$ cat src/hdl/ofr_pkg.sv
// ofr_pkg: shared types, constants and matcher function for the optical frame receiver
// no dependencies; imported by every ofr module
`default_nettype none

package ofr_pkg;

  localparam int SampleWidth    = 10;
  localparam int SpeedWidth     = 7;
  localparam int FieldWidth     = 9;
  localparam int CountWidth     = 8;
  localparam int StageWidth     = 2;
  localparam int FieldIdxWidth  = 4;

  localparam logic [SampleWidth-1:0] ThresholdReset = 10'd410;
  localparam logic [3:0] HeaderPattern  = 4'b1011;
  localparam logic [3:0] TrailerPattern = 4'b1010;
  localparam logic [CountWidth-1:0] StoredBits = 8'd9;
  localparam logic [CountWidth-1:0] CountMax   = 8'd255;
  localparam logic [StageWidth-1:0] LastStage  = 2'd3;

  typedef struct packed {
    logic [SpeedWidth-1:0] speed;
    logic                  brake;
    logic                  lane;
    logic [CountWidth-1:0] payload_length;
  } ofr_result_t;

  typedef struct packed {
    logic [StageWidth-1:0] stage;
    logic                  done;
  } ofr_match_t;

  // one step of the four-stage pattern matcher, first pattern bit in bit 3
  function automatic ofr_match_t match_step(input logic [3:0] pattern,
                                            input logic [StageWidth-1:0] stage,
                                            input logic bit_in);
    ofr_match_t m;
    logic expected;
    expected = pattern[LastStage - stage];
    m.done  = 1'b0;
    m.stage = '0;
    if (bit_in == expected) begin
      if (stage == LastStage) begin
        m.done = 1'b1;
      end else begin
        m.stage = stage + 2'd1;
      end
    end else begin
      m.stage = {1'b0, bit_in};
    end
    return m;
  endfunction

endpackage

`default_nettype wire

$ cat src/hdl/ofr_in_stage.sv
// ofr_in_stage: input register holding one sample request for the deframer
// depends on ofr_pkg
`default_nettype none

module ofr_in_stage (
  input  wire logic                            clk,
  input  wire logic                            rst,
  input  wire logic                            in_valid,
  output logic                                 in_ready,
  input  wire logic [ofr_pkg::SampleWidth-1:0] sample,
  output logic                                 held_valid,
  output logic [ofr_pkg::SampleWidth-1:0]      held_sample,
  input  wire logic                            advance
);
  import ofr_pkg::*;

  // room when empty or when the held request moves on this cycle
  assign in_ready = !held_valid || advance;

  always_ff @(posedge clk) begin
    if (rst) begin
      held_valid <= 1'b0;
    end else if (in_ready) begin
      held_valid <= in_valid;
    end
  end

  always_ff @(posedge clk) begin
    if (in_ready && in_valid) begin
      held_sample <= sample;
    end
  end

endmodule

`default_nettype wire

$ cat src/hdl/ofr_deframer.sv
// ofr_deframer: bit slicer, header/trailer matcher and payload capture
// depends on ofr_pkg
`default_nettype none

module ofr_deframer (
  input  wire logic                            clk,
  input  wire logic                            rst,
  input  wire logic [ofr_pkg::SampleWidth-1:0] threshold,
  input  wire logic                            advance,
  input  wire logic [ofr_pkg::SampleWidth-1:0] held_sample,
  output logic                                 res_valid,
  output ofr_pkg::ofr_result_t                 res
);
  import ofr_pkg::*;

  logic                  in_frame, in_frame_next;
  logic [StageWidth-1:0] match_stage, match_stage_next;
  logic [FieldWidth-1:0] field_bits, field_bits_next;
  logic [CountWidth-1:0] bit_count, bit_count_next;

  logic                  bit_in;
  ofr_match_t            m;
  logic [FieldWidth-1:0] field_upd;
  logic [CountWidth-1:0] count_upd;

  assign bit_in = (held_sample >= threshold);

  always_comb begin
    in_frame_next    = in_frame;
    match_stage_next = match_stage;
    field_bits_next  = field_bits;
    bit_count_next   = bit_count;
    res_valid        = 1'b0;
    field_upd        = field_bits;
    count_upd        = bit_count;
    m = match_step(in_frame ? TrailerPattern : HeaderPattern, match_stage, bit_in);

    if (bit_count < StoredBits) begin
      field_upd[bit_count[FieldIdxWidth-1:0]] = bit_in;
    end
    if (bit_count < CountMax) begin
      count_upd = bit_count + 8'd1;
    end

    for (int k = 0; k < SpeedWidth; k++) begin
      res.speed[SpeedWidth-1-k] = field_upd[k];
    end
    res.brake          = field_upd[7];
    res.lane           = field_upd[8];
    res.payload_length = count_upd;

    match_stage_next = m.stage;
    if (!in_frame) begin
      if (m.done) begin
        in_frame_next   = 1'b1;
        field_bits_next = '0;
        bit_count_next  = '0;
      end
    end else if (m.done) begin
      res_valid       = 1'b1;
      in_frame_next   = 1'b0;
      field_bits_next = '0;
      bit_count_next  = '0;
    end else begin
      field_bits_next = field_upd;
      bit_count_next  = count_upd;
    end
  end

  always_ff @(posedge clk) begin
    if (rst) begin
      in_frame    <= 1'b0;
      match_stage <= '0;
      field_bits  <= '0;
      bit_count   <= '0;
    end else if (advance) begin
      in_frame    <= in_frame_next;
      match_stage <= match_stage_next;
      field_bits  <= field_bits_next;
      bit_count   <= bit_count_next;
    end
  end

`ifndef NO_ASSERTIONS
  a_emit_in_frame: assert property (@(posedge clk) disable iff (rst)
    res_valid |-> in_frame)
    else $error("result raised while hunting header");

  a_emit_clears: assert property (@(posedge clk) disable iff (rst)
    (advance && res_valid) |=> (!in_frame && bit_count == '0 && match_stage == '0))
    else $error("frame state not cleared after result");

  a_hunt_idle: assert property (@(posedge clk) disable iff (rst)
    !in_frame |-> (bit_count == '0 && field_bits == '0))
    else $error("payload state dirty while hunting");

  a_min_length: assert property (@(posedge clk) disable iff (rst)
    res_valid |-> res.payload_length >= 8'd4)
    else $error("frame shorter than trailer");
`endif

endmodule

`default_nettype wire

$ cat src/hdl/ofr_out_stage.sv
// ofr_out_stage: result register presenting one frame result to the consumer
// depends on ofr_pkg
`default_nettype none

module ofr_out_stage (
  input  wire logic                           clk,
  input  wire logic                           rst,
  input  wire logic                           held_valid,
  input  wire logic                           res_valid,
  input  wire ofr_pkg::ofr_result_t           res,
  output logic                                advance,
  output logic                                out_valid,
  input  wire logic                           out_ready,
  output logic [ofr_pkg::SpeedWidth-1:0]      speed,
  output logic                                brake,
  output logic                                lane,
  output logic [ofr_pkg::CountWidth-1:0]      payload_length
);
  import ofr_pkg::*;

  ofr_result_t res_q;
  logic        room;

  // a held request moves on whenever the result register can take a new value
  assign room    = !out_valid || out_ready;
  assign advance = held_valid && room;

  always_ff @(posedge clk) begin
    if (rst) begin
      out_valid <= 1'b0;
    end else if (room) begin
      out_valid <= advance && res_valid;
    end
  end

  always_ff @(posedge clk) begin
    if (advance && res_valid) begin
      res_q <= res;
    end
  end

  assign speed          = res_q.speed;
  assign brake          = res_q.brake;
  assign lane           = res_q.lane;
  assign payload_length = res_q.payload_length;

endmodule

`default_nettype wire

$ cat src/hdl/optical_frame_receiver.sv
// optical_frame_receiver: top level of the sync-word and trailer deframer
// depends on ofr_pkg, ofr_in_stage, ofr_deframer, ofr_out_stage
//
// usage:
//   sample channel (in_valid/in_ready/sample): one 10-bit sensor reading per
//   bit period; a request is taken on a clock edge with valid and ready high.
//   result channel (out_valid/out_ready/speed/brake/lane/payload_length):
//   one request per frame, raised on the sample that completes trailer 1010.
//   bit_threshold_we/bit_threshold_wdata write the slicing threshold; write
//   it only while no sample is in flight.
// path: an accepted sample sits in the input register, and any result it
//   completes is registered in the result register; throughput is one sample
//   per cycle while the result register can take a value, the matcher update
//   being combinational between the two registers.
// reset (rst, synchronous): hunting for header 1011, threshold 410, both
//   registers empty.
// stall: while a result waits on out_ready the held sample waits too, and
//   in_ready drops once the input register is full; nothing is dropped.
`default_nettype none

module optical_frame_receiver (
  input  wire logic                            clk,
  input  wire logic                            rst,
  input  wire logic                            bit_threshold_we,
  input  wire logic [ofr_pkg::SampleWidth-1:0] bit_threshold_wdata,
  input  wire logic                            in_valid,
  output logic                                 in_ready,
  input  wire logic [ofr_pkg::SampleWidth-1:0] sample,
  output logic                                 out_valid,
  input  wire logic                            out_ready,
  output logic [ofr_pkg::SpeedWidth-1:0]       speed,
  output logic                                 brake,
  output logic                                 lane,
  output logic [ofr_pkg::CountWidth-1:0]       payload_length
);
  import ofr_pkg::*;

  logic [SampleWidth-1:0] bit_threshold;
  logic                   held_valid;
  logic [SampleWidth-1:0] held_sample;
  logic                   advance;
  logic                   res_valid;
  ofr_result_t            res;

  always_ff @(posedge clk) begin
    if (rst) begin
      bit_threshold <= ThresholdReset;
    end else if (bit_threshold_we) begin
      bit_threshold <= bit_threshold_wdata;
    end
  end

  ofr_in_stage u_in (
    .clk         (clk),
    .rst         (rst),
    .in_valid    (in_valid),
    .in_ready    (in_ready),
    .sample      (sample),
    .held_valid  (held_valid),
    .held_sample (held_sample),
    .advance     (advance)
  );

  ofr_deframer u_deframer (
    .clk         (clk),
    .rst         (rst),
    .threshold   (bit_threshold),
    .advance     (advance),
    .held_sample (held_sample),
    .res_valid   (res_valid),
    .res         (res)
  );

  ofr_out_stage u_out (
    .clk            (clk),
    .rst            (rst),
    .held_valid     (held_valid),
    .res_valid      (res_valid),
    .res            (res),
    .advance        (advance),
    .out_valid      (out_valid),
    .out_ready      (out_ready),
    .speed          (speed),
    .brake          (brake),
    .lane           (lane),
    .payload_length (payload_length)
  );

endmodule

`default_nettype wire

$ cat config.mk
export PLATFORM = sky130hd
export DESIGN_NAME = optical_frame_receiver
export DESIGN_NICKNAME = d
export VERILOG_FILES = /design/src/hdl/ofr_pkg.sv /design/src/hdl/ofr_in_stage.sv /design/src/hdl/ofr_deframer.sv /design/src/hdl/ofr_out_stage.sv /design/src/hdl/optical_frame_receiver.sv
export SDC_FILE = /design/constraint.sdc
export NUM_CORES = 1
export LEC_CHECK = 0
export BUFFER_PORTS_ARGS = -buffer_cell sky130_fd_sc_hd__buf_2
export CAP_MARGIN = 10
export CORE_MARGIN = 2
export CORE_UTILIZATION = 56
export CTS_BUF_LIST = sky130_fd_sc_hd__clkbuf_16
export DETAILED_ROUTE_END_ITERATION = 10
export HOLD_SLACK_MARGIN = 0.06
export PLACE_DENSITY = 0.79
export SLEW_MARGIN = 30
export SYNTH_ARGS = -nofsm -noshare
export SYNTH_HDL_FRONTEND = slang
export SYNTH_SLANG_ARGS = --single-unit
export TNS_END_PERCENT = 100
$ cat constraint.sdc
create_clock -name clk -period 3.85 [get_ports clk]
set_clock_uncertainty 0.1 [all_clocks]
set_input_delay 0.9625 -clock clk [delete_from_list [all_inputs] [get_ports clk]]
set_output_delay 0.9625 -clock clk [all_outputs]
set_load 0.01 [all_outputs]
==> summary.txt <==
Run
  – Total of max-cap violations: 0

Clocking
  – H-tree depth: 3
  – PostCTS Resize Cnt: 0
  – Worst-Skew Late Latency: 0.32 ns
  – TritonCTS clock tree: built
  – Root Driver: clkbuf_16
  – # hold bufs at CTS: 0
  – Clk slew on worst S/H paths: 0.05 ns
  – CTS Buf Count: 9
  – Post-CTS Setup Bufs: 0
  – Clock Tree Buf Depth: 2
  – Clock sinks: 59

Routing
  – Drt wl/cell: 13.2 um
  – DRT Pass-1 Iters: 4
  – WL final: 5060 um
  – Initial DRC count: 214
  – Avg Vias per Cell: 5.47
  – DRC viols: 0
  – Via count: 2096
  – Post-route ant nets: 0

Power and ir drop
  – Register share of total power: 0.446
  – Switching power: 0.321 mW
  – Max VDD drop: 0.413 mV
  – LEAKAGE: 1.38 nW
  – Switching share of power: 0.211
  – Gate power share: 0.058
  – Pwr Density: 466 nW/um2
  – Clk pwr share: 0.496
  – Int Power: 1.20 mW

Placed design
  – Dpl cells: 367
  – Detail Placement HPWL: 3520 um
  – Placed Instance Area: 2980 um2
  – Gpl congestion: 0.812
  – Number of port buffers: 43

Synth
  – Largest cells by area after synthesis: edfxtp_1, dfxtp_1, ha_1, nand2_1, a21oi_1
  – Async SR Flop Fraction: 0
  – Synth Flop Type: dfxtp_1
  – Synthesis Warnings: 0
  – Synth top area share: 0.298
  – Netlist cell types: 40
  – Synth area leader: edfxtp_1
  – Seq/Total Area, Yosys: 0.533
  – Post-Syn Area: 2720 um2
  – Post-Syn Area per Cell: 9.80 um2
  – Post-Syn Instances: 278
  – Post-synth EDFFs: 27
  – FF+latch count, synth: 59
  – Syn Nets: 321

Critical path
  – Crit Path Category: flop to flop
  – Slowest stage delay, CP: 0.40 ns
  – CP max stage cell: a221o_1
  – Worst Path Max Fanout: 20
  – Worst path required time: 4.02 ns
  – Nature of the critical path startpoint: flop
  – Critical path endpoint category: flop
  – Arrival @ worst endpoint: 3.50 ns
  – Crit-path cells: inv_1 -> ha_1 -> a21oi_1 -> o21ai_0 -> a221o_1 -> xnor2_1 -> nand2_1 -> ha_1 -> nor3_1 -> o311ai_0 -> a311oi_2 -> buf_4 -> a21boi_1 -> a21o_1
  – Crit-path most repeated cell: ha_1

Worst hold path
  – Worst hold path type: flop to flop

STA
  – RSZ-0062 raised after global routing: false
  – Pins Over Slew Limit: 0
  – Rel. slew slack: 0.571
  – Setup TNS: 0 ns
  – Max Fclk: 301 MHz
  – Final worst path period share: 0.864
  – Final Hold Vio Count: 0
  – Worst-margin pin slew: 0.627 ns
  – Final Critical Period: 3.32 ns
  – WHS: 0.351 ns
  – Final setup violation count: 0

Floorplan
  – Row count: 25
  – Num ports: 44
  – Core ar.: 4690 um2
  – Die ar.: 5440 um2
  – Die Y: 73.7 um
  – Initial core utilization: 0.581
  – Die W: 73.7 um

GRT
  – Gr usage total: 0.214
  – First-pass GRT wire length: 8670 um
  – Largest net degree at the start of global routing: 21
  – Vias in the first global route: 2034
  – GRT overflow: 0
  – Initial antenna violation count: 0

Final layout
  – Post-route cell area: 3270 um2
  – Area growth syn-to-layout: 19.9%
  – Share of cells above drive strength 1: 0.195
  – N_diodes: 0
  – Register area: 1450 um2
  – Final std cells w/o fill: 383
  – Multi-input gate area: 1110 um2
  – Nets: 367
  – Filler Cell Count: 343

Status
  – Status: finished clean
-- Yosys cell counts (2+ instances only) --
| library cell | instances |
|---|---|
| and2_1 | 2 |
| nor2_1 | 16 |
| buf_2 | 2 |
| and4_1 | 2 |
| nand3_1 | 6 |
| inv_1 | 29 |
| a31oi_1 | 2 |
| ha_1 | 18 |
| nand2_1 | 40 |
| a21oi_1 | 26 |
| a21o_1 | 2 |
| nor3_1 | 3 |
| nand2b_1 | 2 |
| o21ai_0 | 16 |
| nand4_1 | 3 |
| mux2i_1 | 6 |
| xnor2_1 | 3 |
| clkbuf_1 | 6 |
| edfxtp_1 | 27 |
| o211ai_1 | 6 |
| a22o_1 | 2 |
| dfxtp_1 | 32 |
| o22ai_1 | 9 |
| or2_2 | 2 |
-- kinds of logic (layout without fill, tap and decap cells) --
kind of cell / Yosys count / count (layout) / share of synthesized area
flip-flops: 59 / 59 / 0.533
adder cells (fa/ha/maj): 18 / 18 / 0.0827
AND/OR/NAND/NOR: 81 / 81 / 0.136
buffers and inverters: 40 / 91 / 0.0579
XOR/XNOR: 3 / 3 / 0.00965
AO/OA/AOI/OAI: 71 / 71 / 0.158
multiplexers: 6 / 6 / 0.0220
-- power groups by stage --
stage / logic [mW] / registers [mW] / clock network [mW]
floorplan: 0.0576 / 0.688 / 0
global placement: 0.0839 / 0.689 / 0
detailed placement: 0.0877 / 0.690 / 0
CTS: 0.0891 / 0.677 / 0.767
global route: 0.0997 / 0.679 / 0.786
finish: 0.0882 / 0.678 / 0.755
-- per-layer routing --
layer	up-vias	global-route usage	wire length [um]
met5	-	0	0
met4	0	0.105	103
met3	11	0.0645	226
met2	51	0.375	2600
met1	959	0.234	2130
li1	1075	-	-
-- state kept, by name (all words and copies together) (netlist names) --
register                flops
u_deframer.field_bits       9
u_deframer.match_stage      2
u_out.payload_length        8
u_in.held_valid             1
u_out.speed                 7
u_out.brake                 1
u_out.lane                  1
u_deframer.in_frame         1
bit_threshold              10
u_out.out_valid             1
u_in.held_sample           10
u_deframer.bit_count        8
-- layout by cell type, fill, tap and decap left out, types with 2 or more instances in the layout --
cell / count
ha_1: 18
a22o_1: 2
and4_1: 2
nand4_1: 3
or2_2: 2
a21oi_1: 26
nand3_1: 6
inv_1: 30
buf_4: 3
clkbuf_16: 9
clkinv_2: 3
mux2i_1: 6
nand2_1: 40
a31oi_1: 2
xnor2_1: 3
o211ai_1: 6
edfxtp_1: 27
nor2_1: 16
o22ai_1: 9
nand2b_1: 2
o21ai_0: 16
nor3_1: 3
buf_2: 43
a21o_1: 2
and2_1: 2
dfxtp_1: 32
-- worst max-delay path, delay by kind of cell (launching register included) --
kind,cells,cell delay [ns]
XOR/XNOR,1,0.23
buffers and inverters,2,0.32
flip-flops,1,0.34
AO/OA/AOI/OAI,7,1.47
AND/OR/NAND/NOR,2,0.28
adder cells (fa/ha/maj),2,0.52
-- final cells by class --
| type | instances | area share |
|---|---|---|
| flip-flops and latches | 59 | 0.444 |
| clock inverters | 7 | 0.0184 |
| clock buffers | 9 | 0.0690 |
| inverters | 29 | 0.0333 |
| repair buffers | 46 | 0.0728 |
| well taps | 54 | 0.0207 |
| multi-input cells | 179 | 0.341 |
-- path summary, 6_finish.rpt --
path	from	endpoint	slack, ns	depth (start not counted)
setup / recovery	bit_threshold[5]$_SDFFE_PP0P_	u_deframer.bit_count[3]$_SDFFE_PP0P_	0.53	14
setup reg to reg	bit_threshold[5]$_SDFFE_PP0P_	u_deframer.bit_count[3]$_SDFFE_PP0P_	0.53	14
hold reg to reg	u_deframer.field_bits[0]$_SDFFE_PP0P_	u_deframer.field_bits[0]$_SDFFE_PP0P_	0.35	2
hold / removal	u_deframer.field_bits[0]$_SDFFE_PP0P_	u_deframer.field_bits[0]$_SDFFE_PP0P_	0.35	2
-- metrics by stage --
stage               total power, mW  setup WS (ns)  utilization
floorplan                     0.745          0.869            -
global placement              0.773          0.700        0.635
detailed placement            0.777          0.577        0.635
CTS                            1.53          0.554        0.696
global route                   1.56          0.171        0.696
finish                         1.52          0.525        0.696
(Power assumes the default switching activity.)
